`src/design/sipp_pkg.sv`:
```
package sipp_pkg;

  localparam int unsigned HEADER_BYTES = 16;
  localparam int unsigned HIGH_BYTES   = 8;
  localparam int unsigned CNT_W        = 32;
  localparam int unsigned OUT_W        = 120;

  localparam logic [CNT_W-1:0] CNT_MAX = '1;

  // type byte codes on the wire
  localparam logic [7:0] MT_REQUEST       = 8'h00;
  localparam logic [7:0] MT_REQUEST_NORET = 8'h01;
  localparam logic [7:0] MT_NOTIFICATION  = 8'h02;
  localparam logic [7:0] MT_RESPONSE      = 8'h80;
  localparam logic [7:0] MT_ERROR         = 8'h81;
  localparam logic [7:0] RC_OK            = 8'h00;

  typedef enum logic [2:0] {
    KIND_REQUEST       = 3'd0,
    KIND_REQUEST_NORET = 3'd1,
    KIND_NOTIFICATION  = 3'd2,
    KIND_RESPONSE      = 3'd3,
    KIND_ERROR         = 3'd4,
    KIND_INVALID       = 3'd5
  } kind_t;

  typedef enum logic [1:0] {
    RCLASS_OK      = 2'd0,
    RCLASS_NOT_OK  = 2'd1,
    RCLASS_NA      = 2'd2,
    RCLASS_INVALID = 2'd3
  } rclass_t;

  typedef enum logic [1:0] {
    ST_OK       = 2'd0,
    ST_SHORT    = 2'd1,
    ST_MISMATCH = 2'd2,
    ST_UNKNOWN  = 2'd3
  } status_t;

  // first member sits in the top bits; svc_id ends up at bit 0
  typedef struct packed {
    status_t     status;
    rclass_t     return_class;
    kind_t       message_kind;
    logic [7:0]  interface_version;
    logic [7:0]  proto_ver;
    logic [15:0] sess_id;
    logic [15:0] clnt_id;
    logic [31:0] pdu_length;
    logic [14:0] method_or_event_id;
    logic        is_event;
    logic [15:0] svc_id;
  } result_t;

endpackage

```
`src/design/sipp_decode.sv`:
```
module sipp_decode (
  input  logic [63:0]            hdr_hi,
  input  logic [63:0]            hdr_lo,
  input  logic [31:0]            cnt,
  output sipp_pkg::result_t      res
);
  import sipp_pkg::*;

  logic [7:0]       type_byte;
  logic [7:0]       rc_byte;
  kind_t            kind;
  logic [CNT_W-1:0] after_len;
  logic             mismatch;
  logic             short_hdr;

  assign type_byte = hdr_lo[15:8];
  assign rc_byte   = hdr_lo[7:0];
  assign after_len = cnt - CNT_W'(HIGH_BYTES);
  assign mismatch  = (cnt == CNT_MAX) || (hdr_hi[31:0] != after_len);
  assign short_hdr = cnt < CNT_W'(HEADER_BYTES);

  always_comb begin
    unique case (type_byte)
      MT_REQUEST:       kind = KIND_REQUEST;
      MT_REQUEST_NORET: kind = KIND_REQUEST_NORET;
      MT_NOTIFICATION:  kind = KIND_NOTIFICATION;
      MT_RESPONSE:      kind = KIND_RESPONSE;
      MT_ERROR:         kind = KIND_ERROR;
      default:          kind = KIND_INVALID;
    endcase
  end

  always_comb begin
    res = '0;
    if (short_hdr) begin
      res.status = ST_SHORT;
    end else begin
      res.svc_id             = hdr_hi[63:48];
      res.is_event           = hdr_hi[47];
      res.method_or_event_id = hdr_hi[46:32];
      res.pdu_length         = hdr_hi[31:0];
      res.clnt_id            = hdr_lo[63:48];
      res.sess_id            = hdr_lo[47:32];
      res.proto_ver          = hdr_lo[31:24];
      res.interface_version  = hdr_lo[23:16];
      res.message_kind       = kind;
      if (kind == KIND_RESPONSE || kind == KIND_ERROR) begin
        res.return_class = (rc_byte == RC_OK) ? RCLASS_OK : RCLASS_NOT_OK;
      end else begin
        res.return_class = (rc_byte == RC_OK) ? RCLASS_NA : RCLASS_INVALID;
      end
      if (mismatch) begin
        res.status = ST_MISMATCH;
      end else if (kind == KIND_INVALID) begin
        res.status = ST_UNKNOWN;
      end else begin
        res.status = ST_OK;
      end
    end
  end

endmodule

```
`src/design/someip_header_parser.sv`:
```
// channel  | dir | handshake                | payload
// s_axis   | in  | s_axis_tvalid/tready     | tdata: data_byte, tlast: last_byte
// m_axis   | out | m_axis_tvalid/tready     | tdata: decoded header + status
//
// One byte per cycle unless stalled; valid rises the cycle after the last byte.
// Header gather, count and decode happen in the accept cycle; only the
// result register follows.
// rst clears the byte counter, header words and the result valid.
// A held result stalls input only when it is not taken in that cycle.
module someip_header_parser (
  input  logic                        clk,
  input  logic                        rst,
  input  logic                        s_axis_tvalid,
  output logic                        s_axis_tready,
  input  logic [7:0]                  s_axis_tdata,  // [7:0] data_byte
  input  logic                        s_axis_tlast,  // last_byte
  output logic                        m_axis_tvalid,
  input  logic                        m_axis_tready,
  // [15:0] svc_id, [16] is_event, [31:17] method_or_event_id,
  // [63:32] pdu_length, [79:64] clnt_id, [95:80] sess_id,
  // [103:96] proto_ver, [111:104] interface_version,
  // [114:112] message_kind, [116:115] return_class, [118:117] status, [119] zero
  output logic [sipp_pkg::OUT_W-1:0] m_axis_tdata
);
  import sipp_pkg::*;

  logic [CNT_W-1:0] cnt;
  logic [CNT_W-1:0] cnt_next;
  logic [63:0]      hdr_hi;
  logic [63:0]      hdr_hi_next;
  logic [63:0]      hdr_lo;
  logic [63:0]      hdr_lo_next;
  result_t          dec;
  result_t          res;
  logic             in_acc;

  assign s_axis_tready = !m_axis_tvalid || m_axis_tready;
  assign in_acc        = s_axis_tvalid && s_axis_tready;

  always_comb begin
    hdr_hi_next = hdr_hi;
    hdr_lo_next = hdr_lo;
    if (cnt < CNT_W'(HIGH_BYTES)) begin
      hdr_hi_next = {hdr_hi[55:0], s_axis_tdata};
    end else if (cnt < CNT_W'(HEADER_BYTES)) begin
      hdr_lo_next = {hdr_lo[55:0], s_axis_tdata};
    end
    cnt_next = (cnt == CNT_MAX) ? cnt : cnt + 1'b1;
  end

  sipp_decode u_decode (
    .hdr_hi (hdr_hi_next),
    .hdr_lo (hdr_lo_next),
    .cnt    (cnt_next),
    .res    (dec)
  );

  always_ff @(posedge clk) begin
    if (rst) begin
      cnt           <= '0;
      hdr_hi        <= '0;
      hdr_lo        <= '0;
      m_axis_tvalid <= 1'b0;
    end else begin
      if (m_axis_tready) begin
        m_axis_tvalid <= 1'b0;
      end
      if (in_acc) begin
        if (s_axis_tlast) begin
          cnt           <= '0;
          hdr_hi        <= '0;
          hdr_lo        <= '0;
          m_axis_tvalid <= 1'b1;
        end else begin
          cnt    <= cnt_next;
          hdr_hi <= hdr_hi_next;
          hdr_lo <= hdr_lo_next;
        end
      end
    end
  end

  always_ff @(posedge clk) begin
    if (in_acc && s_axis_tlast) begin
      res <= dec;
    end
  end

  assign m_axis_tdata = {1'b0, res};

  a_last_gives_result: assert property (@(posedge clk) disable iff (rst)
    in_acc && s_axis_tlast |=> m_axis_tvalid)
    else $error("no result after last byte");

  a_last_clears_count: assert property (@(posedge clk) disable iff (rst)
    in_acc && s_axis_tlast |=> cnt == '0 && hdr_hi == '0 && hdr_lo == '0)
    else $error("state not cleared after last byte");

  a_short_zero_fields: assert property (@(posedge clk) disable iff (rst)
    m_axis_tvalid && res.status == ST_SHORT |-> m_axis_tdata[116:0] == '0)
    else $error("short header result carries field data");

  a_body_no_result: assert property (@(posedge clk) disable iff (rst)
    in_acc && !s_axis_tlast && !m_axis_tvalid |=> !m_axis_tvalid)
    else $error("result without last byte");

endmodule
```
`config.mk`:
```
export PLATFORM = sky130hd
export DESIGN_NAME = someip_header_parser
export DESIGN_NICKNAME = d
export VERILOG_FILES = /design/src/design/sipp_pkg.sv /design/src/design/sipp_decode.sv /design/src/design/someip_header_parser.sv
export SDC_FILE = /design/constraint.sdc
export NUM_CORES = 1
export LEC_CHECK = 0
export BUFFER_PORTS_ARGS = -buffer_cell sky130_fd_sc_hd__buf_2
export CAP_MARGIN = 30
export CORE_MARGIN = 4
export CORE_UTILIZATION = 56
export CTS_CLUSTER_DIAMETER = 40
export DETAILED_ROUTE_END_ITERATION = 7
export GPL_TIMING_DRIVEN = 0
export PLACE_DENSITY = 0.86
export SLEW_MARGIN = 30
export SYNTH_ARGS = -nofsm -noshare
export SYNTH_HDL_FRONTEND = slang
export SYNTH_HIERARCHICAL = 1
export SYNTH_SLANG_ARGS = --single-unit
```
`constraint.sdc`:
```
create_clock -name clk -period 12.31 [get_ports clk]
set_input_delay 0.6155 -clock clk [delete_from_list [all_inputs] [get_ports clk]]
set_output_delay 0.6155 -clock clk [all_outputs]
set_load 0.05 [all_outputs]
```
Yosys cells after proc, flatten, opt, wreduce, memory -nomap -nowiden
Index checks and enable logic that the tools add are counted.
{ "op_classes": {"n_eq_ne": 10, "n_mux": 16, "magnitude_cmp": 3, "addsub": 2, "reduce_logical": 8} }
{ "op_table": {"columns": ["operator", "n"], "rows": [
  ["64-bit two-way mux", 5],
  ["32-bit == test (second input constant)", 2],
  ["32-bit by 5-bit < comparator with 1-bit output (second input constant)", 2],
  ["32-bit two-way mux", 2],
  ["32-bit by 1-bit adder with 32-bit output (second input constant)", 1],
  ["32-bit by 4-bit < comparator with 1-bit output (second input constant)", 1],
  ["32-bit inequality test", 1],
  ["32-bit by 4-bit subtractor with 32-bit output (second input constant)", 1],
  ["8-bit == test (second input constant)", 2],
  ["8-bit zero test", 2],
  ["3-bit one-hot mux with 5 select lines", 1],
  ["8-bit by 1-bit == test with 1-bit output (second input constant)", 1],
  ["8-bit by 2-bit == test with 1-bit output (second input constant)", 1],
  ["3-bit == test (second input constant)", 2],
  ["2-bit two-way mux", 3],
  ["1-bit two-way mux", 5],
  ["3-bit by 2-bit == test with 1-bit output (second input constant)", 1],
  ["1-bit logical OR", 3],
  ["1-bit logical AND", 2],
  ["1-bit zero test", 1]
]} }
{ "word_totals": {"word_cells": 54, "reg_bits": 280, "inputBits": 13, "output_inout_bits": 122} }

Logic depth before layout (Yosys ltp)
Gate-level depths: netlist of the first run.
{ "depth": {"depth_word": 8, "depth_mapped": 17, "mapped_depth_nobuf": 14} }

By module
Netlist of the first run, hierarchy kept.
{ "by_module_without_submodules": {"columns": ["mod", "area_per_inst_um2", "n_inst", "seq_area_each_um2", "cells_each"], "rows": [
  ["someip_header_parser", 12141.6, 1, 6796.5, 1161],
  ["sipp_decode", 2020.7, 1, 0.0, 306]
]} }

Worst setup path after synthesis of the first run
OpenSTA, ideal clock, no wires.
{ "synth_timing": {"path_kind": "register to register", "startpoint": "register cnt[0]", "endpoint": "register res, in the netlist m_axis_tdata[118] (data pin)", "path_slack_ps": 7871, "synth_period_minus_slack_ps": 4439, "t_arrival_ps": 4180, "path_buffers": 3, "setup_time_ps": 259, "path_stages_with_launch": 17, "t_required_ps": 12051, "cell_sequence": "dfxtp_1 -> ha_1 -> nand4_1 -> or4_1 -> buf_2 -> clkbuf_1 -> o211ai_1 -> xnor2_1 -> inv_1 -> ha_1 -> buf_2 -> nand4_4 -> or4_1 -> or3_1 -> a2111oi_2 -> nand4_1 -> o31a_1"} }
{ "synth_via": {"elab_cells_between_ends": 22, "classes_between": "2 x add/sub; 3 x order compare; 8 x eq/ne; 7 x mux; 2 x reduce/logical"} }
{ "synth_lines": {"columns": ["item", "line", "source"], "rows": [
  ["from (decl)", "someip_header_parser.sv:27", "logic [CNT_W-1:0] cnt;"],
  ["from (signal assigned)", "someip_header_parser.sv:75", "cnt <= cnt_next;"],
  ["32-bit by 1-bit adder with 32-bit output / 32-bit == test (equally long branches)", "someip_header_parser.sv:48", "cnt_next = (cnt == CNT_MAX) ? cnt : cnt + 1'b1;"],
  ["32-bit two-way mux *", "someip_header_parser.sv:48", null],
  ["named net cnt_next[3]", "someip_header_parser.sv:28", "logic [CNT_W-1:0] cnt_next;"],
  ["32-bit by 4-bit subtractor with 32-bit output", "sipp_decode.sv:18", "assign after_len = cnt - CNT_W'(HIGH_BYTES);"],
  ["32-bit inequality test", "sipp_decode.sv:19", "assign mismatch = (cnt == CNT_MAX) || (hdr_hi[31:0] != after_len);"],
  ["1-bit logical OR", "sipp_decode.sv:19", null],
  ["2-bit two-way mux", "sipp_decode.sv:52", "if (mismatch) begin"],
  ["to (signal assigned)", "someip_header_parser.sv:85", "res <= dec;"],
  ["to (decl)", "someip_header_parser.sv:34", "result_t res;"]
]} }
The timed path passes the listed nets; every way through them passes the cells marked *.
A chain may end at the register's enable or synchronous reset.

Final worst setup path of the first run
Ends and elaborated chain as after synthesis.

==> results.cfg, run 1 <==
[synth]
yosysWarningCount = 6
yosys.cell_types.count = 75
synth_ff_type = dfxtp_1
syn_inst = 1467
syn_area_sq_um = 14200
synth_seq_cells = 280
yosys.area.top_type = edfxtp_1
synth_seq_area_share_pct = 48.0
syn_area_per_cell_sq_um = 9.65
synth_nets = 1482
synth-edff-count = 119
yosysTopAreaCellShare_pct = 25.2
synthArstFlopShare_pct = 0
synth_area_leaders = edfxtp_1, dfxtp_1, mux2_2

[die]
die_w_um = 167
die_area_sq_um = 27900
start_util_pct = 57.6
design.portCount = 135
num_rows = 57
coreArea_sq_um = 24600
die_h_um = 167

[placed_design]
portBuffers = 133
placed_area_sq_um = 15300
place.gp.congestion = 0.956
hpwl_um = 28400

[routing]
wl_per_cell_um = 20.1
drc = 0
via_count = 12261
firstDrtPassIters = 5
wirelength_um = 40100
antenna_left = 0
drt_iter0_drc = 1405
viasPerCell = 6.17

[sta]
rsz0062_at_grt = false
fin_crit_ns = 5.36
setup_violations = 0
fin_worst_skew_ns = 0.0247
fmax_mhz = 186
slew_viol_final = 0
relSlewSlack_pct = 32.0
period_share_pct = 43.6
finalHoldViolations = 0
max_slew.worst_pin.slew_ns = 1.01
setup_tns_ns = 0

[cells_and_area]
drive_gt1_share_pct = 21.9
layout.nets = 1653
fillers = 1884
antenna_cells = 0
area_growth_pct = 15.7
fin_area_sq_um = 16400

[grt]
grt_pass1_wl_um = 63300
grt-ovfl-total = 0
busiest_layer = met2
use_met3_pct = 4.81
grtUsageTotal_pct = 27.8
grt_use_met2_pct = 46.7
antenna_found_initial = 0
grt_max_degree = 65
first_global_vias = 11801
use_met1_pct = 35.5

[cts]
ctsLongestPathBuffers = 3
post-cts-setup-buffers = 0
cts_tree = done
clkTransAtPathRegs_ns = 0.05
cts_sinks = 280
clkLatencyLatePin_ns = 0.53
cts_buffers = 35
cts-resized-gates = 0
cts_root_buf = clkbuf_16
cts_max_level = 2
cts_hold_buf = 0

[worst_setup_path]
cp-end-kind = register
worstSetupStartpointType = register
cp.required_ns = 12.58
criticalPathCategory = register to register
critPathArrivalTime_ns = 5.63
r2r_slack_ns = 6.95
cp_max_fo = 10

[status]
status = complete, no violations

[pwr]
p_per_area_nw_per_um2 = 130
cellLeakagePower_nw = 5.95
peakVddDrop_mv = 0.0974

[job]
max-cap-violations = 0

[min_path]
hp-class = primary input to register
==> layer usage <==
| metal | vias to the layer above | routed length [um] |
|---|---|---|
| li1 | 5613 | - |
| met1 | 5872 | 15700 |
| met2 | 645 | 19300 |
| met3 | 131 | 3430 |
| met4 | 0 | 1700 |
| met5 | - | 0 |
==> metrics by stage <==
stage                     util [%]  instances  worst slack (ns)  hold slack, ns  total power, mW
after global routing          66.6       1988              6.65           0.382             2.18
after global placement        61.9       1924              7.12           0.453             1.18
after floorplan                  -       1467              7.87           0.446             1.13
after detailed placement      62.2       1925              7.06           0.465             1.18
final                         66.6       1988              6.95           0.384             2.12
after CTS                     66.6       1988              7.08           0.368             2.13
==> cells in the final DEF, fill, tap and decap left out, types with 21 or more instances in the layout <==
| cell type | instances |
|---|---|
| nand2_1 | 175 |
| nor2b_1 | 123 |
| edfxtp_1 | 119 |
| nand4_1 | 25 |
| o21ai_0 | 146 |
| xnor2_1 | 43 |
| a21oi_1 | 152 |
| xor2_1 | 30 |
| nor4_1 | 21 |
| clkbuf_1 | 91 |
| nand3_1 | 23 |
| nor2_1 | 41 |
| buf_2 | 156 |
| dfxtp_1 | 161 |
| clkbuf_16 | 35 |
| mux2_2 | 123 |
==> Yosys cell counts (all sizes together) (11+ instances only) <==
cell and number:
nand2 175, dfxtp 161, a21oi 152, o21ai 148, mux2 129, nor2b 123, edfxtp 119, clkbuf 86
nor2 43, xnor2 43, xor2 30, buf 28, nand4 28, nor4 26, nand3 23, inv 16
nor3 13, a31oi 12, or4 11
==> final timing paths <==
path	start	endpoint	depth (start not counted)
setup reg to reg	cnt[0]	m_axis_tdata[118]	14
hold / removal	s_axis_tdata[3]	hdr_hi[3]	3
hold reg to reg	hdr_hi[60]	hdr_hi[60]	2
setup / recovery	cnt[0]	m_axis_tdata[118]	14
==> area by class of cell <==
type	count	area [sq um]	area share (%)
clock inverter	19	179	1.09
tap	324	405	2.47
sequential	280	6800	41.5
inverter	16	65.1	0.397
buffer	114	488	2.98
multi-input combinational	1057	6850	41.8
clock buffer	44	910	5.55
timing repair buffer	134	693	4.23
==> flip-flops by register name (all words and copies together) (netlist names) <==
name,count
m_axis_tdata,119
hdr_lo,64
hdr_hi,64
cnt,32
m_axis_tvalid,1
==> critical path: stages (launching register included) <==
cell      delay [ns]
dfxtp_1         0.44
ha_1            0.34
nand4_1         0.23
or4_1           0.53
buf_2           0.19
clkbuf_1        0.27
o211ai_1        0.35
xnor2_1         0.26
nor3_1          0.72
nand4_1         0.43
nor4_1          0.36
xnor2_1         0.22
o2111a_1        0.23
nand4_1         0.19
o31a_1          0.35
==> cells by family (layout without fill, tap and decap cells) <==
kind of cell / after synthesis / after routing / share of synthesized area, %
compound gates: 363 / 363 / 14.3
xor+xnor: 73 / 73 / 4.51
fa+ha+maj: 2 / 2 / 0.177
buf+inv: 130 / 327 / 3.87
flops: 280 / 280 / 48.0
mux: 139 / 139 / 11.0
other cells: 1 / 1 / 0.0265
simple gates: 479 / 479 / 18.2
==> where the power goes <==
group	leakage (nW)	total, mW	internal [mW]	switching (mW)
Combinational	2.99	0.177	0.0369	0.141
Clock	0.519	0.958	0.558	0.400
Sequential	2.43	0.989	0.983	0.00629
Total	5.95	2.12	1.58	0.547
No activity file was read; power rests on OpenSTA's default activity.
==> run 2: changes to the inputs <==
CORE_UTILIZATION = 54   (was 56)
PLACE_DENSITY = 0.87   (was 0.86)
clock period = 4.7 ns   (was 12.31 ns; I/O delays follow)
==> run 2 against run 1 <==
Against the previous run: combinational power rose to 2.7 times the previous value; global-route usage down 1.2 points; setup slack worse by 6.8 ns; sequential power rose to 2.6 times the previous value; cell area up 2.5%; die area up 3.5%; via count up 0.77%; clock skew down 0.00084 ns; total power rose to 2.7 times the previous value; sequential cell count unchanged; wire length up 0.47%; core utilization down 1.8 points; largest cell class unchanged.
==> results.cfg, run 2 (synthesized netlist as in run 1, its figures left out) <==
[status]
status = complete, no violations

[cells_and_area]
fin_area_sq_um = 16800
stdcell_count = 2013
most-common-layout-cells = nand2_1, dfxtp_1, buf_2, a21oi_1, o21ai_0
antenna_cells = 0
fin_util_pct = 64.8
drive_gt1_share_pct = 24.3
largest_reg_flops = 119
final_common_cell = nand2_1
layout.nets = 1667
area_growth_pct = 18.6

[worst_setup_path]
cp_max_fo = 10
critPathArrivalTime_ns = 4.81
r2r_start = cnt[0]
cp-end-kind = register
criticalPathCategory = register to register
worstSetupStartpointType = register
reg2regPathDepth = 17
cp.required_ns = 4.95
reg2reg_to = m_axis_tdata[118]
r2r_slack_ns = 0.14

[routing]
antenna_left = 0
firstDrtPassIters = 6
viasPerCell = 6.14
via_count = 12355
drc = 0
wl_per_cell_um = 20.0
wirelength_um = 40200
drt_iter0_drc = 1361

[cts]
cts_buffers = 36
cts_sinks = 280
cts_max_level = 2
ctsLongestPathBuffers = 3
cts_root_buf = clkbuf_16
clkTransAtPathRegs_ns = 0.06
cts_tree = done
clkLatencyLatePin_ns = 0.52

[min_path]
min_to = hdr_hi[7]
hp-start = s_axis_tdata[7]
holdPathStages = 3
hp-class = primary input to register

[placed_design]
portBuffers = 133
placed_area_sq_um = 15300
dp.cells = 1936
place.gp.congestion = 0.995
hpwl_um = 28100

[job]
max-cap-violations = 0

[sta]
fin_crit_ns = 4.56
finalHoldViolations = 0
setup_violations = 0
slew_viol_final = 0
fin_worst_skew_ns = 0.0239
period_share_pct = 97.0
holdWs_ns = 0.0222
fmax_mhz = 219
max_slew.worst_pin.slew_ns = 0.937
relSlewSlack_pct = 35.9

[grt]
grt-ovfl-total = 0
grt_pass1_wl_um = 62000
grt_max_degree = 64
grtUsageTotal_pct = 26.6
antenna_found_initial = 0
first_global_vias = 11557

[die]
design.portCount = 135
num_rows = 59
die_h_um = 170
die_area_sq_um = 28900
start_util_pct = 54.7
coreArea_sq_um = 25900
die_w_um = 170

[pwr]
cellLeakagePower_nw = 6.12
peakVddDrop_mv = 0.301
p_per_area_nw_per_um2 = 344
finalPower_mw = 5.78
## run 2: changes by cell type in the layout (fill, tap and decap cells not counted), moves of 3 or more
cell       before  now
bufinv_16       1    4
nor4_1         21   18
buf_2         156  152
clkbuf_1       91   83
dfxtp_1       161  158
xor2_1         30   27
xor2_2          0    3
clkinv_2        3    7
buf_4           1   19
clkinv_1        3    0
## run 2: final cells by class
type,count,area [sq um]
Sequential cell,280,6810
Clock buffer,43,937
Fill cell,1924,9120
Multi-Input combinational cell,1057,6990
Buffer,110,498
Tap cell,335,419
Timing Repair Buffer,151,823
Inverter,16,65.1
Clock inverter,21,251
## run 2: power by group
part	leakage [nW]	total (mW)	switching (mW)	internal (mW)
logic	3.10	0.471	0.369	0.102
clock network	0.579	2.72	1.05	1.67
registers	2.44	2.59	0.0188	2.57
## run 2: how the worst max path moves through the flow
stage	startpoint	to	slack [ns]	cells past startpoint
detailed placement	cnt[0]	m_axis_tdata[118]	-0.54	16
finish	cnt[0]	m_axis_tdata[118]	0.14	17
floorplan	cnt[0]	m_axis_tdata[118]	0.26	16
global route	cnt[24]	m_axis_tdata[118]	-0.0004	16
CTS	cnt[7]	m_axis_tdata[118]	0.02	17
global placement	cnt[0]	m_axis_tdata[118]	-0.49	16
## run 2: critical path, cell delays in order (launching register included)
cell       delay [ns]
dfxtp_4          0.39
ha_4             0.18
nand4_1          0.12
or4_1            0.51
clkbuf_4         0.20
buf_4            0.19
o211ai_1         0.21
buf_4            0.17
xnor2_2          0.13
inv_1            0.09
ha_1             0.18
buf_6            0.15
nand4_4          0.11
or4_4            0.44
or3_4            0.39
a2111oi_4        0.29
nand4_1          0.25
o31a_1           0.30
## run 2: repair_timing
item                                    CTS  global route
hold endpoints to repair                  1             0
setup buffers                             7             9
gates resized for setup                  15            26
hold buffers                              1             0
endpoints found under the setup margin  110           111
pin swaps                                 4             7
## run 2: per-stage QoR
step / TNS, ns / setup WS, ns
after floorplan: 0 / 0.261
after global placement: -9.03 / -0.485
after detailed placement: -12.13 / -0.544
after CTS: 0 / 0.0162
after global routing: -0.000441 / -0.000441
final: 0 / 0.141
## run 2: metal layers
layer  GRT usage [%]  up-vias  wire, um
met5               0        -         0
met4            11.5        0      1820
met3            4.34      134      3300
met2            43.5      632     19100
met1            35.2     5937     16000
li1                -     5652         -
